**config.mk**
```make
export PLATFORM = sky130hd
export DESIGN_NAME = servo_bus_reply_frame_receiver
export DESIGN_NICKNAME = d
export VERILOG_FILES = /design/src/design/srfr_pkg.sv /design/src/design/srfr_ram.sv /design/src/design/srfr_core.sv /design/src/design/srfr_out.sv /design/src/design/servo_bus_reply_frame_receiver.sv
export SDC_FILE = /design/constraint.sdc
export NUM_CORES = 1
export LEC_CHECK = 0
export BUFFER_PORTS_ARGS = -buffer_cell sky130_fd_sc_hd__buf_2
export CAP_MARGIN = 15
export CELL_PAD_IN_SITES_DETAIL_PLACEMENT = 2
export CELL_PAD_IN_SITES_GLOBAL_PLACEMENT = 2
export CORE_MARGIN = 2
export CORE_UTILIZATION = 40
export CTS_BUF_LIST = sky130_fd_sc_hd__clkbuf_8
export CTS_CLUSTER_DIAMETER = 40
export DETAILED_ROUTE_END_ITERATION = 8
export PLACE_DENSITY = 0.71
export SLEW_MARGIN = 30
export SYNTH_ARGS = -nofsm -noshare
export SYNTH_HDL_FRONTEND = slang
export SYNTH_HIERARCHICAL = 1
export SYNTH_SLANG_ARGS = --single-unit
```
**constraint.sdc**
```tcl
create_clock -name clk -period 8.45 [get_ports clk]
set_input_delay 1.69 -clock clk [delete_from_list [all_inputs] [get_ports clk]]
set_output_delay 1.69 -clock clk [all_outputs]
set_load 0.1 [all_outputs]
```
**src/design/srfr_pkg.sv**
```systemverilog
// Shared types and constants for the servo bus reply frame receiver.
package srfr_pkg;

  // Item operation codes carried in the input tuser field.
  localparam logic [1:0] OP_TX_BYTE  = 2'd0;
  localparam logic [1:0] OP_RX_BYTE  = 2'd1;
  localparam logic [1:0] OP_DEADLINE = 2'd2;

  // Header byte of every frame on the bus.
  localparam logic [7:0] HDR_BYTE = 8'hFF;

  // Session outcome codes.
  localparam logic OUTCOME_OK   = 1'b0;
  localparam logic OUTCOME_FAIL = 1'b1;

  // One result item as produced when a session ends.
  typedef struct packed {
    logic       valid;
    logic       outcome;
    logic [7:0] error_status;
    logic [7:0] param_first;
    logic [7:0] param_second;
  } result_t;

endpackage

```
**src/design/srfr_ram.sv**
```systemverilog
// Generic single-port-write, single-port-read RAM with registered read data.
module srfr_ram #(
  parameter int WIDTH = 8,
  parameter int DEPTH = 16
) (
  input  logic                     clk,
  input  logic                     we,
  input  logic [$clog2(DEPTH)-1:0] waddr,
  input  logic [WIDTH-1:0]         wdata,
  input  logic [$clog2(DEPTH)-1:0] raddr,
  output logic [WIDTH-1:0]         rdata
);

  logic [WIDTH-1:0] mem [DEPTH];

  // Write port and registered read port; a read at the written address returns old data.
  always_ff @(posedge clk) begin
    if (we) begin
      mem[waddr] <= wdata;
    end
    rdata <= mem[raddr];
  end

endmodule

```
**src/design/srfr_core.sv**
```systemverilog
// Echo store and reply frame parser: hunts the header, checks the frame and ends sessions.
module srfr_core #(
  parameter int MAX_FRAME  = 20,
  parameter int ECHO_DEPTH = 16,
  parameter int MAX_SKIPS  = 3
) (
  input  logic                clk,
  input  logic                rst,
  input  logic                cfg_we,
  input  logic [7:0]          cfg_wdata,
  input  logic                item_valid,
  input  logic [1:0]          operation,
  input  logic [7:0]          data_byte,
  input  logic                first_of_frame,
  input  logic [1:0]          param_count,
  output srfr_pkg::result_t   result
);

  localparam int AW = $clog2(ECHO_DEPTH);
  localparam int LW = $clog2(ECHO_DEPTH + 1);
  localparam int PW = $clog2(MAX_FRAME);
  localparam int CW = ((PW > LW) ? PW : LW) + 1;
  localparam logic [7:0] MAX_LEN = 8'(MAX_FRAME - 4);

  // Configuration and session state.
  logic [7:0]    servo_id;
  logic [LW-1:0] echo_length, echo_length_next;
  logic          hdr0_ff, hdr1_ff, hdr0_ff_next, hdr1_ff_next;
  logic          session_active, session_active_next;
  logic [1:0]    header_run, header_run_next;
  logic [PW-1:0] frame_position, frame_position_next;
  logic [PW-1:0] frame_length, frame_length_next;
  logic [7:0]    running_sum, running_sum_next;
  logic          echo_match, echo_match_next;
  logic [1:0]    skipped_frames, skipped_frames_next;
  logic [7:0]    cap_id, cap_err, cap_p1, cap_p2;
  logic [7:0]    cap_id_next, cap_err_next, cap_p1_next, cap_p2_next;
  logic [1:0]    wanted_count, wanted_count_next;

  // Echo memory ports and read forwarding.
  logic          ram_we;
  logic [AW-1:0] ram_waddr, ram_raddr;
  logic [7:0]    ram_q, echo_byte;
  logic          fwd_hit;
  logic [7:0]    fwd_data;

  srfr_pkg::result_t result_next;

  // Frame decode helpers.
  logic [1:0]    hr_inc;
  logic [PW-1:0] last_pos;
  logic          byte_is_echo;
  logic          match_upd;
  logic          is_echo, ok_frame;
  logic [1:0]    skip_inc;
  logic [LW-1:0] wr_pos;

  srfr_ram #(
    .WIDTH(8),
    .DEPTH(ECHO_DEPTH)
  ) u_echo_ram (
    .clk  (clk),
    .we   (ram_we),
    .waddr(ram_waddr),
    .wdata(data_byte),
    .raddr(ram_raddr),
    .rdata(ram_q)
  );

  // The byte stored at the current frame position, with a same-cycle write bypassed.
  assign echo_byte = fwd_hit ? fwd_data : ram_q;

  always_comb begin
    echo_length_next    = echo_length;
    hdr0_ff_next        = hdr0_ff;
    hdr1_ff_next        = hdr1_ff;
    session_active_next = session_active;
    header_run_next     = header_run;
    frame_position_next = frame_position;
    frame_length_next   = frame_length;
    running_sum_next    = running_sum;
    echo_match_next     = echo_match;
    skipped_frames_next = skipped_frames;
    cap_id_next         = cap_id;
    cap_err_next        = cap_err;
    cap_p1_next         = cap_p1;
    cap_p2_next         = cap_p2;
    wanted_count_next   = wanted_count;
    result_next         = '0;
    ram_we              = 1'b0;
    ram_waddr           = '0;
    wr_pos              = echo_length;

    hr_inc    = (header_run < 2'd2) ? header_run + 2'd1 : header_run;
    last_pos  = PW'(frame_length + PW'(3));
    byte_is_echo = (CW'(frame_position) < CW'(echo_length)) &&
                   (CW'(frame_position) < CW'(ECHO_DEPTH)) &&
                   (echo_byte == data_byte);
    match_upd = echo_match & byte_is_echo;
    is_echo   = match_upd && ((CW'(frame_length) + CW'(4)) == CW'(echo_length));
    ok_frame  = !is_echo && (cap_id == servo_id) && (~running_sum == data_byte);
    skip_inc  = (skipped_frames < 2'd3) ? skipped_frames + 2'd1 : skipped_frames;

    if (item_valid) begin
      case (operation)
        srfr_pkg::OP_TX_BYTE: begin
          // A first byte opens a new session and restarts the echo record.
          if (first_of_frame) begin
            wr_pos              = '0;
            session_active_next = 1'b1;
            skipped_frames_next = 2'd0;
            wanted_count_next   = (param_count > 2'd2) ? 2'd2 : param_count;
            header_run_next     = 2'd0;
            frame_position_next = '0;
            frame_length_next   = '0;
            running_sum_next    = 8'd0;
            echo_match_next     = 1'b1;
            cap_id_next         = 8'd0;
            cap_err_next        = 8'd0;
            cap_p1_next         = 8'd0;
            cap_p2_next         = 8'd0;
          end
          if (CW'(wr_pos) < CW'(ECHO_DEPTH)) begin
            ram_we           = 1'b1;
            ram_waddr        = AW'(wr_pos);
            echo_length_next = wr_pos + LW'(1);
            if (wr_pos == LW'(0)) begin
              hdr0_ff_next = (data_byte == srfr_pkg::HDR_BYTE);
            end
            if (wr_pos == LW'(1)) begin
              hdr1_ff_next = (data_byte == srfr_pkg::HDR_BYTE);
            end
          end else begin
            echo_length_next = wr_pos;
          end
        end
        srfr_pkg::OP_RX_BYTE: begin
          if (session_active) begin
            if (frame_position == PW'(0)) begin
              // Header hunt over a saturating run of header bytes.
              header_run_next = (data_byte == srfr_pkg::HDR_BYTE) ? hr_inc : 2'd0;
              if (header_run_next == 2'd2) begin
                echo_match_next = (echo_length >= LW'(2)) && hdr0_ff && hdr1_ff;
                frame_position_next = PW'(2);
              end
            end else if (frame_position == PW'(2)) begin
              echo_match_next     = match_upd;
              cap_id_next         = data_byte;
              running_sum_next    = data_byte;
              frame_position_next = PW'(3);
            end else if (frame_position == PW'(3)) begin
              echo_match_next = match_upd;
              if (data_byte < 8'd2 || data_byte > MAX_LEN) begin
                result_next.valid   = 1'b1;
                result_next.outcome = srfr_pkg::OUTCOME_FAIL;
              end else begin
                frame_length_next   = PW'(data_byte);
                running_sum_next    = running_sum + data_byte;
                frame_position_next = PW'(4);
              end
            end else if (frame_position < last_pos) begin
              // Body byte: add to the checksum and capture error and parameters.
              echo_match_next  = match_upd;
              running_sum_next = running_sum + data_byte;
              if (frame_position == PW'(4)) begin
                cap_err_next = data_byte;
              end
              if (frame_position == PW'(5)) begin
                cap_p1_next = data_byte;
              end
              if (frame_position == PW'(6)) begin
                cap_p2_next = data_byte;
              end
              frame_position_next = frame_position + PW'(1);
            end else begin
              // Checksum byte closes the frame: accept it or count it as skipped.
              if (ok_frame) begin
                result_next.valid        = 1'b1;
                result_next.outcome      = srfr_pkg::OUTCOME_OK;
                result_next.error_status = cap_err;
                result_next.param_first  =
                  (wanted_count >= 2'd1 && last_pos > PW'(5)) ? cap_p1 : 8'd0;
                result_next.param_second =
                  (wanted_count >= 2'd2 && last_pos > PW'(6)) ? cap_p2 : 8'd0;
              end else begin
                skipped_frames_next = skip_inc;
                if (skip_inc >= 2'(MAX_SKIPS)) begin
                  result_next.valid   = 1'b1;
                  result_next.outcome = srfr_pkg::OUTCOME_FAIL;
                end
              end
              header_run_next     = 2'd0;
              frame_position_next = '0;
              frame_length_next   = '0;
              running_sum_next    = 8'd0;
              echo_match_next     = 1'b1;
              cap_id_next         = 8'd0;
              cap_err_next        = 8'd0;
              cap_p1_next         = 8'd0;
              cap_p2_next         = 8'd0;
            end
          end
        end
        srfr_pkg::OP_DEADLINE: begin
          if (session_active) begin
            result_next.valid   = 1'b1;
            result_next.outcome = srfr_pkg::OUTCOME_FAIL;
          end
        end
        default: begin
        end
      endcase

      // Any session end drops the session and restarts the header hunt.
      if (result_next.valid) begin
        session_active_next = 1'b0;
        header_run_next     = 2'd0;
        frame_position_next = '0;
        frame_length_next   = '0;
        running_sum_next    = 8'd0;
        echo_match_next     = 1'b1;
        cap_id_next         = 8'd0;
        cap_err_next        = 8'd0;
        cap_p1_next         = 8'd0;
        cap_p2_next         = 8'd0;
      end
    end

    // Prefetch the echo byte for the position the next received byte will sit at.
    ram_raddr = (CW'(frame_position_next) < CW'(ECHO_DEPTH)) ? AW'(frame_position_next) : '0;
  end

  // State registers.
  always_ff @(posedge clk) begin
    if (rst) begin
      servo_id       <= 8'd1;
      echo_length    <= '0;
      hdr0_ff        <= 1'b0;
      hdr1_ff        <= 1'b0;
      session_active <= 1'b0;
      header_run     <= 2'd0;
      frame_position <= '0;
      frame_length   <= '0;
      running_sum    <= 8'd0;
      echo_match     <= 1'b1;
      skipped_frames <= 2'd0;
      cap_id         <= 8'd0;
      cap_err        <= 8'd0;
      cap_p1         <= 8'd0;
      cap_p2         <= 8'd0;
      wanted_count   <= 2'd0;
      fwd_hit        <= 1'b0;
      result         <= '0;
    end else begin
      if (cfg_we) begin
        servo_id <= cfg_wdata;
      end
      echo_length    <= echo_length_next;
      hdr0_ff        <= hdr0_ff_next;
      hdr1_ff        <= hdr1_ff_next;
      session_active <= session_active_next;
      header_run     <= header_run_next;
      frame_position <= frame_position_next;
      frame_length   <= frame_length_next;
      running_sum    <= running_sum_next;
      echo_match     <= echo_match_next;
      skipped_frames <= skipped_frames_next;
      cap_id         <= cap_id_next;
      cap_err        <= cap_err_next;
      cap_p1         <= cap_p1_next;
      cap_p2         <= cap_p2_next;
      wanted_count   <= wanted_count_next;
      fwd_hit        <= ram_we && (ram_waddr == ram_raddr);
      result         <= result_next;
    end
  end

  // Bypass data for a write that lands on the address being read.
  always_ff @(posedge clk) begin
    fwd_data <= data_byte;
  end

endmodule

```
**src/design/srfr_out.sv**
```systemverilog
// Output register with a skid stage between the parser and the result stream.
module srfr_out (
  input  logic              clk,
  input  logic              rst,
  input  srfr_pkg::result_t result,
  output logic              in_ready,
  output logic              m_tvalid,
  input  logic              m_tready,
  output logic [23:0]       m_tdata,
  output logic [0:0]        m_tuser
);

  srfr_pkg::result_t out_reg, skid_reg;
  logic              out_take;

  assign out_take = out_reg.valid && m_tready;
  // Input is held off while the skid stage is in use or may be needed by a result on its way.
  assign in_ready = !skid_reg.valid && !(out_reg.valid && result.valid);
  assign m_tvalid = out_reg.valid;
  assign m_tdata  = {out_reg.param_second, out_reg.param_first, out_reg.error_status};
  assign m_tuser  = out_reg.outcome;

  // Results fill the output register first and spill into the skid stage when it is held.
  always_ff @(posedge clk) begin
    if (rst) begin
      out_reg  <= '0;
      skid_reg <= '0;
    end else if (skid_reg.valid) begin
      if (out_take) begin
        out_reg  <= skid_reg;
        skid_reg <= '0;
      end
    end else if (!out_reg.valid || out_take) begin
      out_reg <= result;
    end else if (result.valid) begin
      skid_reg <= result;
    end
  end

endmodule

```
**src/design/servo_bus_reply_frame_receiver.sv**
```systemverilog
// Top level of the servo bus reply frame receiver.
//
// Items may follow back to back, one per clock cycle while s_tready is high;
// the parser updates its state and checks the current byte against the echo
// memory in the same cycle, because the echo byte for the next frame position
// is read from memory ahead of time, with a write to that same address bypassed.
// A result reaches the output stream through the parser's result register and
// then the output register, or the skid stage while the output register is held.
// s_tready drops while the skid stage holds a result, or while a result waits
// unread in the output register and another result is on its way to it.
// servo_id resets to 1 and may be written at any time the block is idle.
module servo_bus_reply_frame_receiver #(
  parameter int MAX_FRAME  = 20,
  parameter int ECHO_DEPTH = 16,
  parameter int MAX_SKIPS  = 3
) (
  input  logic        clk,
  input  logic        rst,
  input  logic        cfg_we,
  input  logic [7:0]  cfg_wdata,     // servo_id
  input  logic        s_tvalid,
  output logic        s_tready,
  input  logic [15:0] s_tdata,       // data_byte[7:0], first_of_frame[8], param_count[10:9]
  input  logic [1:0]  s_tuser,       // operation[1:0]
  output logic        m_tvalid,
  input  logic        m_tready,
  output logic [23:0] m_tdata,       // error_status[7:0], param_first[15:8], param_second[23:16]
  output logic [0:0]  m_tuser        // outcome[0]
);

  srfr_pkg::result_t result;
  logic              accept;

  assign accept = s_tvalid && s_tready;

  // Frame parser with the echo memory.
  srfr_core #(
    .MAX_FRAME (MAX_FRAME),
    .ECHO_DEPTH(ECHO_DEPTH),
    .MAX_SKIPS (MAX_SKIPS)
  ) u_core (
    .clk           (clk),
    .rst           (rst),
    .cfg_we        (cfg_we),
    .cfg_wdata     (cfg_wdata),
    .item_valid    (accept),
    .operation     (s_tuser),
    .data_byte     (s_tdata[7:0]),
    .first_of_frame(s_tdata[8]),
    .param_count   (s_tdata[10:9]),
    .result        (result)
  );

  // Result stream with skid buffering.
  srfr_out u_out (
    .clk     (clk),
    .rst     (rst),
    .result  (result),
    .in_ready(s_tready),
    .m_tvalid(m_tvalid),
    .m_tready(m_tready),
    .m_tdata (m_tdata),
    .m_tuser (m_tuser)
  );

endmodule
```
-- Word-level counts from Yosys, hierarchy flattened
Memories as Yosys holds them, arrays and structs flattened. A register that Yosys moved wholly into a read port is not among the register bits.
Cells that the tools add are included.
W data, S select, Z words.
- mux-type cells: 126
- bitwise operators: 8
- order comparisons: 16
- reduce and logical (&&, ||, !) cells: 49
- add/sub/neg operators: 7
- equal/unequal tests: 41
- operators with widths (kind ; number):
    $mux W8 ; 38
    $mux W26 ; 11
    $mux W5 ; 22
    $pmux W8 S2 ; 5
    $mux W24 ; 2
    $mux W2 ; 23
    $reduce_and A8 Y1 ; 4
    $eq A8 B8 Y1 ; 3
    $ne A4 B3 Y1 const B ; 6
    $ne A4 B4 Y1 const B ; 5
    $pmux W5 S2 ; 2
    $reduce_or A10 Y1 ; 2
    $mux W4 ; 4
    $eq A5 B3 Y1 const B ; 3
    $lt A5 B5 Y1 const B ; 3
    $mux W1 ; 15
    $logic_and A1 B1 Y1 ; 14
    $ne A2 B2 Y1 const B ; 7
    $reduce_and A7 Y1 ; 2
    $pmux W2 S2 ; 3
    $add A5 B1 Y5 const B ; 2
    $eq A5 B2 Y1 const B ; 2
    $gt A5 B3 Y1 const B ; 2
    $logic_not A5 Y1 ; 2
    other kinds (40) ; 65
- word-level logic and storage cells: 281
- bits in registers: 160
- bits in writable memories: 128
- input port bits: 31
- memories: 1
- memory list (memory ; words ; width ; read ports ; clocked after Yosys merged registers in ; write ports ; line ; source):
    u_core.u_echo_ram.mem ; 16 ; 8 ; 1 ; 1 ; 1 ; srfr_ram.sv:14 ; logic [WIDTH-1:0] mem [DEPTH];

-- Longest topological paths before layout
Gate-level depths: netlist of run 1.
- depth after elaboration: 22
- mapped depth: 18
- gate-level depth less buffers: 16

-- Modules after synthesis
Netlist of run 1, hierarchy kept.
- by module, submodules not included (module ; times used ; cells each ; area an instance (µm²)):
    srfr_core ; 1 ; 623 ; 5744.3
    srfr_ram ; 1 ; 229 ; 5147.4
    srfr_out ; 1 ; 189 ; 2205.9
    servo_bus_reply_frame_receiver ; 1 ; 1 ; 6.3

-- Worst setup path before layout of run 1
No wires, ideal clock.
- path kind: register to register
- start: register u_out.out_reg (netlist bit u_out/m_tvalid)
- end: memory u_core.u_echo_ram.mem[0][0] (enable)
- required time: 8.067 ns
- clock period less this slack: 4.876 ns
- setup slack: 3.574 ns
- path buffers: 1
- stages on the path, launching flop included: 9
- data arrival time: 4.493 ns
- cells stage by stage: dfxtp_1 > a21oi_1 > and2_1 > and2_0 > clkbuf_1 > nand2_1 > inv_1 > or3b_2 > nor3_1
- longest elaborated chain between the ends: 7
- ends and longest elaborated chain (what ; line ; source):
    start: declaration ; srfr_out.sv:13 ; srfr_pkg::result_t out_reg, skid_reg;
    start signal: assignment ; srfr_out.sv:30 ; out_reg <= skid_reg;
    start signal: assignment ; srfr_out.sv:34 ; out_reg <= result;
    $logic_and A1 B1 Y1 ; srfr_out.sv:18 ; assign in_ready = !skid_reg.valid && !(out_reg.valid && result.valid);
    $logic_not A1 Y1 ; srfr_out.sv:18 ;
    $logic_and A1 B1 Y1 ; srfr_out.sv:18 ;
    named net s_tready ; servo_bus_reply_frame_receiver.sv:22 ; output logic s_tready,
    $logic_and A1 B1 Y1 ; servo_bus_reply_frame_receiver.sv:34 ; assign accept = s_tvalid && s_tready;
    named net accept ; servo_bus_reply_frame_receiver.sv:32 ; logic accept;
    $mux W1 ; srfr_core.sv:104 ; if (item_valid) begin
    named net u_core.ram_we ; srfr_core.sv:41 ; logic ram_we;
    $mux W1 ; srfr_ram.sv:18 ; if (we) begin
    $mux W1 (implied by the code) ; srfr_ram.sv:19 ; mem[waddr] <= wdata;
    end: declaration ; srfr_ram.sv:14 ;
The timed path passes the listed nets, and every way through them passes these cells.

-- Final worst setup path of run 1
- start: input port s_tdata[1]
- end: register u_core.u_echo_ram.rdata[3], read port of u_core.u_echo_ram.mem
- longest elaborated chain between the ends: 19
- ends and longest elaborated chain (what ; line ; source):
    start: declaration ; servo_bus_reply_frame_receiver.sv:23 ; input logic [15:0] s_tdata,
    $eq A8 B8 Y1 ; srfr_core.sv:98 ; (echo_byte == data_byte);
    $logic_and A1 B1 Y1 ; srfr_core.sv:97 ; (CW'(frame_position) < CW'(ECHO_DEPTH)) &&
    $and A1 B1 Y1 ; srfr_core.sv:99 ; match_upd = echo_match & byte_is_echo;
    $logic_and A1 B1 Y1 ; srfr_core.sv:100 ; is_echo = match_upd && ((CW'(frame_length) + CW'(4)) == CW'(echo_length));
    $logic_not A1 Y1 ; srfr_core.sv:101 ; ok_frame = !is_echo && (cap_id == servo_id) && (~running_sum == data_byte);
    $logic_and A1 B1 Y1 (2 in a row) ; srfr_core.sv:101 ;
    $mux W2 ; srfr_core.sv:177 ; if (ok_frame) begin
    $mux W26 ; srfr_core.sv:161 ; end else if (frame_position < last_pos) begin
    (+3 left out) ; n/a ;
    $mux W26 ; srfr_core.sv:138 ; if (session_active) begin
    $pmux W2 S2 ; srfr_core.sv:105 ; case (operation)
    $mux W2 ; srfr_core.sv:104 ;
    $mux W5 (*) ; srfr_core.sv:215 ; if (result_next.valid) begin
    $mux W5 (*) ; srfr_core.sv:104 ;
    $lt A5 B5 Y1 ; srfr_core.sv:230 ; ram_raddr = (CW'(frame_position_next) < CW'(ECHO_DEPTH)) ? AW'(frame_position_next) : '0;
    $mux W4 (*) ; srfr_core.sv:230 ;
    named net u_core.ram_raddr[0] ; srfr_core.sv:42 ; logic [AW-1:0] ram_waddr, ram_raddr;
    end: declaration ; srfr_ram.sv:11 ; output logic [WIDTH-1:0] rdata
The timed path passes the listed nets; every way through them passes the cells marked *. The select of a mux whose other input is x is not followed.
A chain may end at the register's enable or synchronous reset.

==> impl_metrics.py, run 1 <==
metrics = {
    "worst_setup_path": {
        "crit_type": "in -> reg",
        "worstPathArrival_ns": 6.28,
        "slowest_delay_ns": 0.64,
        "end_kind": "flip-flop",
        "startpoint_type": "input pin",
        "worstPathRequired_ns": 8.91,
        "worstReg2RegEnd": "u_core/u_echo_ram/rdata[3]",
        "r2r_start": "u_core/frame_length[0]",
        "crit_buf_inv": 2,
        "cp-endpoint": "u_core/u_echo_ram/rdata[3]",
        "path_max_fanout": 25,
        "cp.depth": 13,
        "reg2reg_depth": 16,
        "crit_path_cell_trace": "buf_2 > nor3_1 > mux2_2 > o41ai_2 > o221ai_1 > and2_1 > nor4_1 > nor2_1 > nor2_4 > buf_4 > mux4_1 > a22oi_1 > nand2_1",
        "r2r_slack_ns": 2.89,
        "critPathTopFamily": "simple AND/OR/NAND/NOR gates",
        "crit_start": "s_tdata[1]",
        "cp_slowest_cell": "mux4_1",
    },
    "clock_network": {
        "clock_sinks": 296,
        "cts_resized": 0,
        "cts_tree": "done",
        "cts_made_buffers": 54,
        "hold_buffers": 0,
        "root_buffer": "clkbuf_8",
        "clk_path_buf_depth": 3,
        "clkSlewWorstSetupHoldPaths_ns": 0.07,
        "post_cts_buffers": 0,
        "cts-htree-levels": 2,
        "insertion_delay_ns": 0.61,
    },
    "timing": {
        "hold_violations": 0,
        "fmax_ghz": 0.172,
        "rsz0062_at_grt": "no",
        "slew_viol_final": 0,
        "slew_headroom_pct": 34.1,
        "tns_ns": 0,
        "setup_viol": 0,
        "worst_hold_slack_ns": 0.456,
        "fin_worst_skew_ns": 0.0595,
        "fin_ws_ns": 2.63,
        "fin_crit_ns": 5.82,
        "fin_crit_sh_pct": 68.9,
        "worst_pin_slew_ns": 0.986,
    },
    "power_and_ir_drop": {
        "ir_worst_vdd_uv": 114,
        "cellPowerDensity_nw_per_um2": 202,
        "combPwrFrac_pct": 4.1,
        "clockPowerShare_pct": 45.6,
        "p_int_w": 0.00231,
        "switching_share_pct": 23.0,
        "leakagePower_nw": 5.60,
        "switchingPower_w": 0.000690,
        "seqPwrFrac_pct": 50.3,
    },
    "synth": {
        "yosys.area.top_type": "edfxtp_1",
        "synth_xor_area_share_pct": 2.27,
        "synthAdderAreaFrac_pct": 3.11,
        "synth_edf_count": 128,
        "yosys.area_share.simple_pct": 11.3,
        "synth_top_family_by_area": "compound AO/OA/AOI/OAI gates",
        "synth-compound-area-share_pct": 12.5,
        "yosysWarnings": 6,
        "syn_area_per_cell_um2": 12.6,
        "ys_types": 80,
        "synthTopCellsByArea": "edfxtp_1 (29%), dfxtp_1 (26%), mux2i_1 (6.3%)",
        "synth_mux_area_share_pct": 12.5,
        "seq_area_frac_synth_pct": 55.0,
        "async_reset_ff_share_pct": 0,
        "syn_area_um2": 13100,
        "synth-seq-cells": 296,
        "postSynthCellCount": 1042,
        "yosysTopAreaCellShare_pct": 29.3,
        "ys.flop_type": "dfxtp_1",
        "synth_nets": 1105,
    },
    "routing": {
        "wl_met3_um": 1470,
        "drc_errors": 0,
        "dr.pass1.iters": 4,
        "wl_met1_um": 15800,
        "antenna_left": 0,
        "wl_per_cell_um": 22.6,
        "drtIter0Drc": 294,
        "routed_wl_um": 36100,
        "routed.top_layer": "met4",
        "num_vias": 8791,
        "vias_per_cell": 5.51,
        "met2_length_um": 18000,
    },
    "placement": {
        "place_congestion": 0.829,
        "dpl_worst_slack_ns": 2.05,
        "dpl_cell_area_um2": 13700,
        "dp_hpwl_um": 23900,
        "port_buffers": 52,
    },
    "run": {
        "maxCapViolations": 0,
    },
    "global_routing": {
        "antenna_found_initial": 1,
        "grt_usage_pct": 21.7,
        "grt_pass1_wl_um": 56400,
        "grt_start_max_net_pins": 78,
        "overflow": 0,
        "grt_pass1_vias": 9608,
    },
    "finish": {
        "nFillCells": 3273,
        "area_growth_pct": 13.2,
        "num_antenna_cells": 0,
        "mostFrequentLayoutCell": "dfxtp_1",
        "largest_register_ffs": 128,
        "layout-drive-gt1-share_pct": 18.2,
        "nets": 1178,
        "finalInstanceArea_um2": 14800,
        "mostFrequentLayoutCells": "dfxtp_1 (168), edfxtp_1 (128), nor2_1 (95)",
    },
    "floorplan": {
        "fp.dieW_um": 185,
        "fp.dieH_um": 185,
        "pin_count": 58,
        "fp.coreArea_um2": 32400,
        "start_util_pct": 40.5,
        "row_count": 66,
        "die_area_um2": 34200,
    },
    "run_status": {
        "status": "complete, no violations",
    },
    "min_path": {
        "min_from": "u_core/cap_p2[0]",
        "holdCritPathClass": "reg -> reg",
    },
}
## power by group through the flow
stage               clock, W  sequential, W  combinational [W]
floorplan                  0        0.00154          0.0000736
global placement           0        0.00154           0.000119
detailed placement         0        0.00154           0.000123
CTS                  0.00142        0.00151           0.000124
global route         0.00148        0.00151           0.000135
finish               0.00137        0.00151           0.000122
## cell families (layout without fill, tap and decap cells)
kind of cell,after synthesis,in the layout
AO/OA/AOI/OAI,197,197
XOR/XNOR,34,34
adder cells (fa/ha/maj),32,32
buffers and inverters,78,189
flip-flops,296,296
multiplexers,118,118
AND/OR/NAND/NOR,287,287
## through the flow
| stage | total power (W) | util [%] | cells |
|---|---|---|---|
| 6_report | 0.00300 | 45.8 | 1595 |
| 5_1_grt | 0.00312 | 45.8 | 1595 |
| 4_1_cts | 0.00305 | 45.8 | 1595 |
| 3_5_place_dp | 0.00166 | 42.4 | 1501 |
| 3_3_place_gp | 0.00166 | 42.4 | 1501 |
| 2_1_floorplan | 0.00161 | - | 1042 |
## layer usage
| metal | vias up | track usage, % |
|---|---|---|
| met5 | - | 0 |
| met4 | 0 | 6.41 |
| met3 | 64 | 4.01 |
| met2 | 163 | 38.2 |
| met1 | 4490 | 27.0 |
| li1 | 4074 | - |
## synth_stat cells (15+ instances only)
master	number
a211oi_1	19
a211oi_2	19
a21oi_1	49
a22oi_1	16
a32o_1	25
and2_1	39
and3_1	16
clkbuf_1	20
dfxtp_1	168
edfxtp_1	128
ha_1	31
inv_1	27
mux2i_1	82
mux4_2	18
nand2_1	38
nor2_1	98
nor3_1	27
o21ai_0	15
xnor2_1	15
xor2_1	19
## final cells by class
type                    count  area (µm²)  share of cell area, %
clock inverters            38         313                   2.11
repair buffers             68         383                   2.58
clock buffers              56         771                   5.19
flip-flops and latches    296        7210                   48.6
inverters                  27         101                  0.683
well taps                 442         553                   3.73
multi-input cells         668        5510                   37.1
## worst min path at each step
stage	end	slack [ns]	cells past startpoint
4_1_cts	u_core/result[23]	0.46	1
2_1_floorplan	u_core/result[0]	0.43	1
3_5_place_dp	u_core/result[0]	0.45	1
6_report	u_core/result[0]	0.46	1
5_1_grt	u_core/result[15]	0.48	1
3_3_place_gp	u_core/result[0]	0.44	1
No activity file was read; power rests on OpenSTA's default activity.
==> inputs of run 2 (changes only) <==
--- a/config.mk
+++ b/config.mk
@@ -5,16 +5,17 @@
 export SDC_FILE = /design/constraint.sdc
 export NUM_CORES = 1
 export LEC_CHECK = 0
+export ABC_AREA = 1
 export BUFFER_PORTS_ARGS = -buffer_cell sky130_fd_sc_hd__buf_2
 export CAP_MARGIN = 15
 export CELL_PAD_IN_SITES_DETAIL_PLACEMENT = 2
 export CELL_PAD_IN_SITES_GLOBAL_PLACEMENT = 2
 export CORE_MARGIN = 2
-export CORE_UTILIZATION = 40
+export CORE_UTILIZATION = 35
 export CTS_BUF_LIST = sky130_fd_sc_hd__clkbuf_8
 export CTS_CLUSTER_DIAMETER = 40
 export DETAILED_ROUTE_END_ITERATION = 8
-export PLACE_DENSITY = 0.71
+export PLACE_DENSITY = 0.75
 export SLEW_MARGIN = 30
 export SYNTH_ARGS = -nofsm -noshare
 export SYNTH_HDL_FRONTEND = slang
==> constraint.sdc (replaced) <==
create_clock -name clk -period 4.75 [get_ports clk]
set_input_delay 0.95 -clock clk [delete_from_list [all_inputs] [get_ports clk]]
set_output_delay 0.95 -clock clk [all_outputs]
set_load 0.1 [all_outputs]
==> run 2 against run 1 <==
Die area increased by 19%; combinational power increased to 3.1 times the previous value; via count increased by 34%; routed wire length increased by 26%; flip-flop and latch count unchanged; global-route usage increased by 0.89 points; clock power increased by 120%; total power increased by 100%; non-clock buffer count increased by 16; highest routed layer unchanged.
==> impl_metrics.py, run 2 <==
metrics = {
    "synth": {
        "async_reset_ff_share_pct": 0,
        "synth_nets": 1745,
        "synth_most_common_cell": "nand2_1",
        "syn_area_per_cell_um2": 8.18,
        "seq_area_frac_synth_pct": 52.4,
        "synth_common_cells": "nand2_1 (406), inv_1 (209), nor2_1 (193), nand3_1 (190), dfxtp_1 (168)",
        "postSynthCellCount": 1682,
        "synth-seq-cells": 296,
        "ys.flop_type": "dfxtp_1",
        "yosysTopAreaCellShare_pct": 28.0,
        "synth_edf_count": 128,
        "yosysWarnings": 6,
        "synthTopCellsByArea": "edfxtp_1 (28%), dfxtp_1 (24%), nand2_1 (11%)",
        "ys_types": 50,
        "syn_area_um2": 13800,
        "yosys.area.top_type": "edfxtp_1",
    },
    "clock_network": {
        "cts_made_buffers": 59,
        "clock_sinks": 296,
        "root_buffer": "clkbuf_8",
        "post_cts_buffers": 0,
        "clkSlewWorstSetupHoldPaths_ns": 0.06,
        "cts_resized": 0,
        "clk_path_buf_depth": 3,
        "hold_buffers": 0,
        "insertion_delay_ns": 0.67,
        "cts_tree": "done",
        "cts-htree-levels": 2,
    },
    "worst_setup_path": {
        "worstPathArrival_ns": 4.97,
        "end_kind": "flip-flop",
        "crit_start": "u_core/frame_length[0]",
        "startpoint_type": "flip-flop",
        "r2r_start": "u_core/frame_length[0]",
        "path_max_fanout": 32,
        "crit_type": "reg -> reg",
        "worstPathRequired_ns": 5.35,
    },
    "timing": {
        "slew_headroom_pct": 35.8,
        "fin_crit_ns": 4.37,
        "fin_ws_ns": 0.378,
        "rsz0062_at_grt": "no",
        "fin_crit_sh_pct": 92.0,
        "hold_violations": 0,
        "tns_ns": 0,
        "setup_viol": 0,
        "fin_worst_skew_ns": 0.0338,
        "fmax_ghz": 0.229,
        "slew_viol_final": 0,
        "worst_pin_slew_ns": 0.959,
    },
    "finish": {
        "layout-drive-gt1-share_pct": 12.0,
        "largest_register_ffs": 128,
        "area_growth_pct": 15.7,
        "mostFrequentLayoutCell": "nand2_1",
        "mostFrequentLayoutCells": "nand2_1 (406), inv_1 (221), nor2_1 (193)",
        "nFillCells": 4414,
        "num_antenna_cells": 0,
        "nets": 1827,
    },
    "power_and_ir_drop": {
        "leakagePower_nw": 6.80,
        "ir_worst_vdd_uv": 170,
        "cellPowerDensity_nw_per_um2": 386,
    },
    "global_routing": {
        "grt_pass1_wl_um": 72400,
        "antenna_found_initial": 1,
        "overflow": 0,
        "grt_usage_pct": 22.6,
        "grt_start_max_net_pins": 65,
        "grt_pass1_vias": 13100,
    },
    "run": {
        "maxCapViolations": 0,
    },
    "placement": {
        "dpl_worst_slack_ns": 0.222,
        "port_buffers": 52,
        "dp_hpwl_um": 31000,
        "place_congestion": 0.838,
    },
    "floorplan": {
        "row_count": 72,
        "fp.dieW_um": 202,
        "fp.dieH_um": 202,
        "start_util_pct": 35.5,
        "pin_count": 58,
        "fp.coreArea_um2": 38700,
        "die_area_um2": 40900,
    },
    "routing": {
        "num_vias": 11800,
        "drc_errors": 0,
        "antenna_left": 0,
        "routed_wl_um": 45400,
        "vias_per_cell": 5.05,
        "drtIter0Drc": 580,
        "wl_per_cell_um": 19.4,
        "dr.pass1.iters": 5,
    },
    "min_path": {
        "min_from": "u_core/cap_p1[7]",
        "holdCritPathClass": "reg -> reg",
    },
    "run_status": {
        "status": "complete, no violations",
    },
}
run 2: cell count changes in the layout (fill, tap and decap cells not counted), sizes merged, moves of 32 or more:
| cell | before | now |
|---|---|---|
| a211oi | 38 | 1 |
| a21oi | 49 | 96 |
| and2 | 41 | 0 |
| inv | 44 | 235 |
| mux2i | 82 | 0 |
| mux4 | 32 | 0 |
| nand2 | 38 | 415 |
| nand3 | 15 | 200 |
| nor2 | 98 | 197 |
| o21ai | 18 | 80 |
run 2: final timing paths:
kind	cells past startpoint	slack, ns	endpoint
setup / recovery	22	0.38	u_core/u_echo_ram/rdata[0]
hold / removal	2	0.42	u_core/result[15]
setup reg to reg	22	0.38	u_core/u_echo_ram/rdata[0]
hold reg to reg	2	0.42	u_core/result[15]
run 2: cell type report:
| type | count | area, µm² | share of cell area (%) |
|---|---|---|---|
| clock buffers | 59 | 812 | 5.11 |
| clock inverters | 53 | 564 | 3.55 |
| inverters | 220 | 830 | 5.22 |
| multi-input cells | 1103 | 5320 | 33.4 |
| flip-flops and latches | 296 | 7210 | 45.3 |
| well taps | 518 | 648 | 4.07 |
| repair buffers | 84 | 526 | 3.30 |
run 2: layer usage:
layer	wire (µm)	part of all wire (%)	vias to the layer above	track usage (%)
met5	0	0	-	0
met4	935	2.1	0	6.26
met3	1520	3.3	68	3.81
met2	22400	49	202	39.7
met1	20500	45	5882	28.5
li1	-	-	5632	-
run 2: cell families (layout without fill, tap and decap cells):
| family | count (synthesis) | count (layout) | share of synthesized area (%) |
|---|---|---|---|
| AND/OR/NAND/NOR | 855 | 855 | 26.7 |
| AO/OA/AOI/OAI | 195 | 195 | 7.68 |
| XOR/XNOR | 21 | 21 | 1.34 |
| flip-flops | 296 | 296 | 52.4 |
| buffers and inverters | 283 | 416 | 8.93 |
| adder cells (fa/ha/maj) | 32 | 32 | 2.97 |
run 2: power by group:
part           internal [W]  switching, W
Sequential          0.00269     0.0000203
Clock               0.00183       0.00121
Combinational      0.000110      0.000270
run 2: worst max-delay path: stages (launching register included):
cell      delay, ns
dfxtp_1        0.48
inv_1          0.14
ha_1           0.28
nor2_1         0.13
a21oi_1        0.07
ha_1           0.30
nand2_1        0.06
or2_2          0.29
nand3_1        0.19
nand2_1        0.13
a21boi_2       0.19
nand2_1        0.11
nand2_1        0.08
nand2_1        0.19
nand3_1        0.17
nand2_1        0.10
nand2_1        0.10
inv_1          0.09
inv_2          0.57
nand3_1        0.19
nand3_1        0.16
nand3_1        0.18
nand2_1        0.09
run 2: stage by stage:
| stage | power, W | std cells | hold slack [ns] | instance area (µm²) | utilization (%) |
|---|---|---|---|---|---|
| 2_1_floorplan | 0.00299 | 1682 | 0.408 | 13800 | - |
| 3_3_place_gp | 0.00312 | 2221 | 0.419 | 14500 | 37.5 |
| 3_5_place_dp | 0.00314 | 2221 | 0.424 | 14500 | 37.5 |
| 4_1_cts | 0.00622 | 2333 | 0.437 | 15900 | 41.1 |
| 5_1_grt | 0.00638 | 2333 | 0.454 | 15900 | 41.1 |
| 6_report | 0.00613 | 2333 | 0.425 | 15900 | 41.1 |
